<file path="src/sv/bse_pkg.sv">
// Shared types, character constants and the hex digit helper for the backslash escape encoder.
package bse_pkg;

   localparam logic [7:0] CHAR_BACKSLASH = 8'h5C;
   localparam logic [7:0] CHAR_X         = 8'h78;
   localparam logic [7:0] CHAR_ZERO      = 8'h30;
   localparam logic [7:0] CHAR_UPPER_A   = 8'h41;
   localparam logic [7:0] PRINT_LOW      = 8'h20;
   localparam logic [7:0] PRINT_HIGH     = 8'h7E;

   localparam logic [7:0] CTRL_NUL = 8'h00;
   localparam logic [7:0] CTRL_BEL = 8'h07;
   localparam logic [7:0] CTRL_BS  = 8'h08;
   localparam logic [7:0] CTRL_TAB = 8'h09;
   localparam logic [7:0] CTRL_LF  = 8'h0A;
   localparam logic [7:0] CTRL_VT  = 8'h0B;
   localparam logic [7:0] CTRL_FF  = 8'h0C;
   localparam logic [7:0] CTRL_CR  = 8'h0D;

   // Index of the final word in a run, which holds one, two or four words.
   localparam logic [1:0] LAST_IDX_ONE  = 2'd0;
   localparam logic [1:0] LAST_IDX_TWO  = 2'd1;
   localparam logic [1:0] LAST_IDX_FOUR = 2'd3;

   typedef struct packed {
      logic [3:0][7:0] bytes;
      logic [1:0]      last_idx;
   } run_type;

   // Upper-case hex digit for one nibble.
   function automatic logic [7:0] hex_char(input logic [3:0] nib);
      logic [7:0] ext;
      ext = {4'd0, nib};
      if (nib < 4'd10) begin
         hex_char = CHAR_ZERO + ext;
      end else begin
         hex_char = CHAR_UPPER_A + ext - 8'd10;
      end
   endfunction

endpackage

</file>
<file path="src/sv/bse_encode.sv">
// Combinational encoder that turns one raw byte into its escaped run of words.
module bse_encode
   import bse_pkg::*;
(
   input  logic [7:0] raw_byte,
   output run_type    run
);

   logic [7:0] sym;

   always_comb begin
      case (raw_byte)
         CTRL_NUL:       sym = 8'h30;  // '0'
         CTRL_BEL:       sym = 8'h61;  // 'a'
         CTRL_BS:        sym = 8'h62;  // 'b'
         CTRL_TAB:       sym = 8'h74;  // 't'
         CTRL_LF:        sym = 8'h6E;  // 'n'
         CTRL_VT:        sym = 8'h76;  // 'v'
         CTRL_FF:        sym = 8'h66;  // 'f'
         CTRL_CR:        sym = 8'h72;  // 'r'
         CHAR_BACKSLASH: sym = CHAR_BACKSLASH;
         default:        sym = 8'h00;
      endcase
   end

   always_comb begin
      run.bytes    = '0;
      run.last_idx = LAST_IDX_FOUR;
      if ((raw_byte inside {[PRINT_LOW:PRINT_HIGH]}) && (raw_byte != CHAR_BACKSLASH)) begin
         run.bytes[0] = raw_byte;
         run.last_idx = LAST_IDX_ONE;
      end else if (sym != 8'h00) begin
         run.bytes[0] = CHAR_BACKSLASH;
         run.bytes[1] = sym;
         run.last_idx = LAST_IDX_TWO;
      end else begin
         run.bytes[0] = CHAR_BACKSLASH;
         run.bytes[1] = CHAR_X;
         run.bytes[2] = hex_char(raw_byte[7:4]);
         run.bytes[3] = hex_char(raw_byte[3:0]);
      end
   end

endmodule

</file>
<file path="src/sv/bse_run.sv">
// Result register that holds one escaped run and sends it out one word per cycle while not stalled.
module bse_run
   import bse_pkg::*;
(
   input  logic       clock,
   input  logic       reset,
   input  logic       load,
   input  run_type    run_load,
   output logic       free,
   output logic       rsp_valid,
   input  logic       rsp_stall,
   output logic [7:0] rsp_out_byte,
   output logic       rsp_last_of_run
);

   run_type    run_ff, run_in;
   logic [1:0] idx_ff, idx_in;
   logic       valid_ff, valid_in;
   logic       take;
   logic       at_last;

   assign at_last = (idx_ff == run_ff.last_idx);
   assign take    = valid_ff && !rsp_stall;
   // Free when empty, or when the last word of the run leaves this cycle.
   assign free    = !valid_ff || (take && at_last);

   always_comb begin
      run_in   = run_ff;
      idx_in   = idx_ff;
      valid_in = valid_ff;
      if (load) begin
         run_in   = run_load;
         idx_in   = 2'd0;
         valid_in = 1'b1;
      end else if (take && at_last) begin
         valid_in = 1'b0;
      end else if (take) begin
         idx_in = idx_ff + 2'd1;
      end
   end

   always_ff @(posedge clock) begin
      if (reset) begin
         valid_ff <= 1'b0;
         idx_ff   <= 2'd0;
      end else begin
         valid_ff <= valid_in;
         idx_ff   <= idx_in;
      end
      run_ff <= run_in;
   end

   assign rsp_valid       = valid_ff;
   assign rsp_out_byte    = run_ff.bytes[idx_ff];
   assign rsp_last_of_run = at_last;

endmodule

</file>
<file path="src/sv/backslash_escape_encoder.sv">
// Top level of the backslash escape encoder: input register, encoder and run output register.
// A word accepted into the input register is encoded and loaded into the run register when that
// register is free, and its first result word then comes out of the run register.
// Throughput: one input word per cycle for bytes that pass through while rsp_stall is low; an
// escaped byte gives two or four result words, as the run register sends one result word per cycle.
// Reset (synchronous, active high) empties the input and run registers; there is no other state.
module backslash_escape_encoder
   import bse_pkg::*;
(
   input  logic       clock,
   input  logic       reset,
   input  logic       req_valid,
   output logic       req_stall,
   input  logic [7:0] req_in_byte,
   output logic       rsp_valid,
   input  logic       rsp_stall,
   output logic [7:0] rsp_out_byte,
   output logic       rsp_last_of_run
);

   // The input register holds one raw word until the run register can take its run.
   logic       in_valid_ff, in_valid_in;
   logic [7:0] in_byte_ff, in_byte_in;
   logic       req_take;
   logic       load;
   logic       run_free;
   run_type    run_enc;

   // A waiting word moves into the run register as soon as the current run is done,
   // which includes the cycle in which its last word is taken.
   assign load      = in_valid_ff && run_free;
   assign req_stall = in_valid_ff && !load;
   assign req_take  = req_valid && !req_stall;

   always_comb begin
      in_valid_in = in_valid_ff;
      in_byte_in  = in_byte_ff;
      if (req_take) begin
         in_valid_in = 1'b1;
         in_byte_in  = req_in_byte;
      end else if (load) begin
         in_valid_in = 1'b0;
      end
   end

   always_ff @(posedge clock) begin
      if (reset) begin
         in_valid_ff <= 1'b0;
      end else begin
         in_valid_ff <= in_valid_in;
      end
      in_byte_ff <= in_byte_in;
   end

   // The escape logic sits between the input register and the run register.
   bse_encode u_encode (
      .raw_byte (in_byte_ff),
      .run      (run_enc)
   );

   bse_run u_run (
      .clock           (clock),
      .reset           (reset),
      .load            (load),
      .run_load        (run_enc),
      .free            (run_free),
      .rsp_valid       (rsp_valid),
      .rsp_stall       (rsp_stall),
      .rsp_out_byte    (rsp_out_byte),
      .rsp_last_of_run (rsp_last_of_run)
   );

endmodule

</file>
<file path="config.mk">
export PLATFORM = sky130hd
export DESIGN_NAME = backslash_escape_encoder
export DESIGN_NICKNAME = d
export VERILOG_FILES = /design/src/sv/bse_pkg.sv /design/src/sv/bse_encode.sv /design/src/sv/bse_run.sv /design/src/sv/backslash_escape_encoder.sv
export SDC_FILE = /design/constraint.sdc
export NUM_CORES = 1
export LEC_CHECK = 0
export ABC_AREA = 0
export BUFFER_PORTS_ARGS = -buffer_cell sky130_fd_sc_hd__clkbuf_2
export CORE_MARGIN = 2
export CORE_UTILIZATION = 45
export DETAILED_ROUTE_END_ITERATION = 10
export PLACE_DENSITY_LB_ADDON = 0.2
export SYNTH_ARGS = -nofsm -noshare
export SYNTH_HDL_FRONTEND = slang
export SYNTH_HIERARCHICAL = 1
export SYNTH_SLANG_ARGS = --single-unit
</file>
<file path="constraint.sdc">
create_clock -name clock -period 5.6 [get_ports clock]
set_input_delay 1.68 -clock clock [delete_from_list [all_inputs] [get_ports clock]]
set_output_delay 1.68 -clock clock [all_outputs]
set_load 0.05 [all_outputs]
</file>
==> results.json <==
{
  "cts_sinks": 46,
  "dp_hpwl_mm": 3.12,
  "cts-root-buf": "clkbuf_8",
  "area_growth_pct": 10.6,
  "path_cells": "clkbuf_2 > o21ai_0 > nor2b_4 > clkbuf_2",
  "max_freq_mhz": 240,
  "yosysUniqueCellTypes": 46,
  "syn_area_um2": 2420,
  "cp-start-kind": "input port",
  "cts_max_level": 2,
  "postCtsSetupBuffers": 0,
  "drtIter0Drc": 141,
  "worst_skew_pair.late_latency_ps": 290,
  "initial_core_util_pct": 47.0,
  "grt_max_degree": 29,
  "clkTransAtPathRegs_ps": 80,
  "ys.flop_type": "edfxtp_1",
  "gp_congestion": 0.964,
  "fin_tns_setup_ps": 0,
  "synth_edf_count": 42,
  "p_per_area_nw_per_um2": 295,
  "drive_above_1_share_pct": 30.4,
  "yosys-top-cells-area": "edfxtp_1 52%, mux4_2 7.5%, ha_1 4.7%",
  "crit_slowest_cell": "o21ai_0",
  "grt_pass1_wl_mm": 7.16,
  "layout.nets": 214,
  "synthCells": 172,
  "yosysTopAreaCell": "edfxtp_1",
  "preCtsSetupSlack_ps": 1430,
  "routed_wl_mm": 4.30,
  "viasPerCell": 5.39,
  "cp_num_buf_inv": 2,
  "hold_ws_ps": 545,
  "grt_antenna_before_repair": 0,
  "hold_violations": 0,
  "worst_pin_slew_ps": 1190,
  "cts_tree": "yes",
  "max_stage_delay_ps": 380,
  "yosysSeqAreaShare_pct": 55.5,
  "detail_route.drc_violations": 0,
  "setup_viol": 0,
  "avgSynthCellArea_um2": 14.0,
  "filler_cell_count": 458,
  "critPathRequiredTime_ps": 3920,
  "vdd_ir_drop_max_mv": 0.209,
  "cts.hold.buffers_added": 0,
  "die_height_um": 77.3,
  "grt_pass1_vias": 1412,
  "antenna_left": 0,
  "p_leak_nw": 0.959,
  "finalCriticalPeriod_ps": 4160,
  "critPathMostFrequentCell": "clkbuf_2",
  "cp-end-kind": "output pin",
  "cts_resized": 0,
  "synthTopCellsByCount": "42 x edfxtp_1, 10 x inv_1, 9 x a21oi_1, 9 x ha_1, 9 x nand2_1",
  "ys_ff_latch": 46,
  "core-area_um2": 5140,
  "placed_area_um2": 2540,
  "yosysMostFrequentCell": "edfxtp_1",
  "cts_inserted_buffers": 5,
  "async_flop_share_pct": 0,
  "grt.overflow.total": 0,
  "die-width_um": 77.3,
  "rsz0062_at_grt": "false",
  "numPortBuffers": 22,
  "final_area_um2": 2670,
  "hold_path.class": "reg2reg",
  "antenna_cells": 0,
  "clk_path_buf_depth": 2,
  "synth_top_area_share_pct": 52.2,
  "status": "completed",
  "crit_fanout": 3,
  "yosys_warnings": 6,
  "rows": 26,
  "routed-via-count": 1424,
  "arrival_ps": 2480,
  "cap_violations": 0,
  "grt_use_total_pct": 15.6,
  "critPathTopFamily": "compound AO/OA/AOI/OAI gates",
  "wl_per_cell_um": 16.3,
  "relSlewSlack_pct": 20.6,
  "fin_crit_sh_pct": 74.3,
  "die_area_um2": 5970,
  "skew_ps": 7.97,
  "layout_setup_ws_ps": 1440,
  "ios": 23,
  "drv_slew": 0,
  "drtPass1Iterations": 4,
  "critical_path_class": "in2out"
}
[stage by stage]
stage	total power, W	util [%]	std cells
floorplan	0.000491	-	175
global placement	0.000508	49.4	256
detailed placement	0.000512	49.4	256
CTS	0.000795	52.0	264
global route	0.000820	52.0	264
finish	0.000788	52.0	264
[cell usage in the layout, fill, tap and decap left out, types with 2 or more instances in the layout]
master and count:
clkbuf_8 5, a31oi_1 4, nor2_1 8, and2_1 2, edfxtp_1 42, nand3b_1 2
nor3_2 7, mux2i_1 2, a32oi_1 2, bufinv_16 2, nand2_1 9, conb_1 4
xnor2_1 4, nor3_1 4, inv_1 10, a21oi_1 9, dfxtp_1 4, mux4_2 8
a2111oi_2 2, clkbuf_2 22, o21ai_0 3, nor3b_1 2, ha_1 9, or3_1 2
nand3_1 3
[power by group]
part            total, W  internal, W  switching (W)
registers       0.000412     0.000398      0.0000134
clock network   0.000285     0.000176       0.000108
logic          0.0000921    0.0000326      0.0000595
[worst reg2reg max path, stage by stage, from the launching register on]
cell     delay, ps
dfxtp_1        770
xnor2_1        220
nand2_1        120
o21ai_0        400
and2_1         990
buf_4          370
[area by class of cell]
| class | instances | area [um2] | share of cell area (%) |
|---|---|---|---|
| clock buffer | 5 | 68.8 | 2.58 |
| clock inverter | 3 | 63.8 | 2.39 |
| inverter | 10 | 37.5 | 1.41 |
| multi-input combinational | 107 | 955 | 35.7 |
| sequential | 46 | 1340 | 50.2 |
| tap | 70 | 87.6 | 3.28 |
| timing repair buffer | 23 | 118 | 4.40 |
[cells by family (layout without fill, tap and decap cells)]
group / after synthesis / after routing / share of synthesized area [%]
and+or+nand+nor: 50 / 50 / 14.0
DFF: 46 / 46 / 55.5
AOI/OAI and AO/OA: 28 / 28 / 9.43
buffers and inverters: 22 / 41 / 5.44
muxes: 12 / 12 / 9.37
adders and majority gates: 9 / 9 / 4.66
xor gates and xnor gates: 4 / 4 / 1.45
other: 1 / 4 / 0.155
[flip-flops by register name, indices dropped and copies added, names as in the netlist]
name             flops
in_byte_ff           8
u_run/idx_ff         2
u_run/run_ff        34
in_valid_ff          1
u_run/rsp_valid      1
[metal layers]
| metal | vias to the layer above | track usage, % | routed length [um] |
|---|---|---|---|
| met1 | 689 | 20.9 | 1900 |
| li1 | 684 | - | - |
| met2 | 44 | 25.0 | 2140 |
| met4 | 0 | 6.25 | 80 |
| met5 | - | 0 | 0 |
| met3 | 7 | 3.29 | 182 |
[final timing paths]
path	start	to	slack (ps)	cells after the start
hold reg to reg	u_run/rsp_valid	u_run/rsp_valid	550	2
hold / removal	u_run/rsp_valid	u_run/rsp_valid	550	2
setup / recovery	rsp_stall	req_stall	1440	4
setup reg to reg	u_run/idx_ff[0]	u_run/run_ff[29]	2450	5
(Power assumes the default switching activity.)
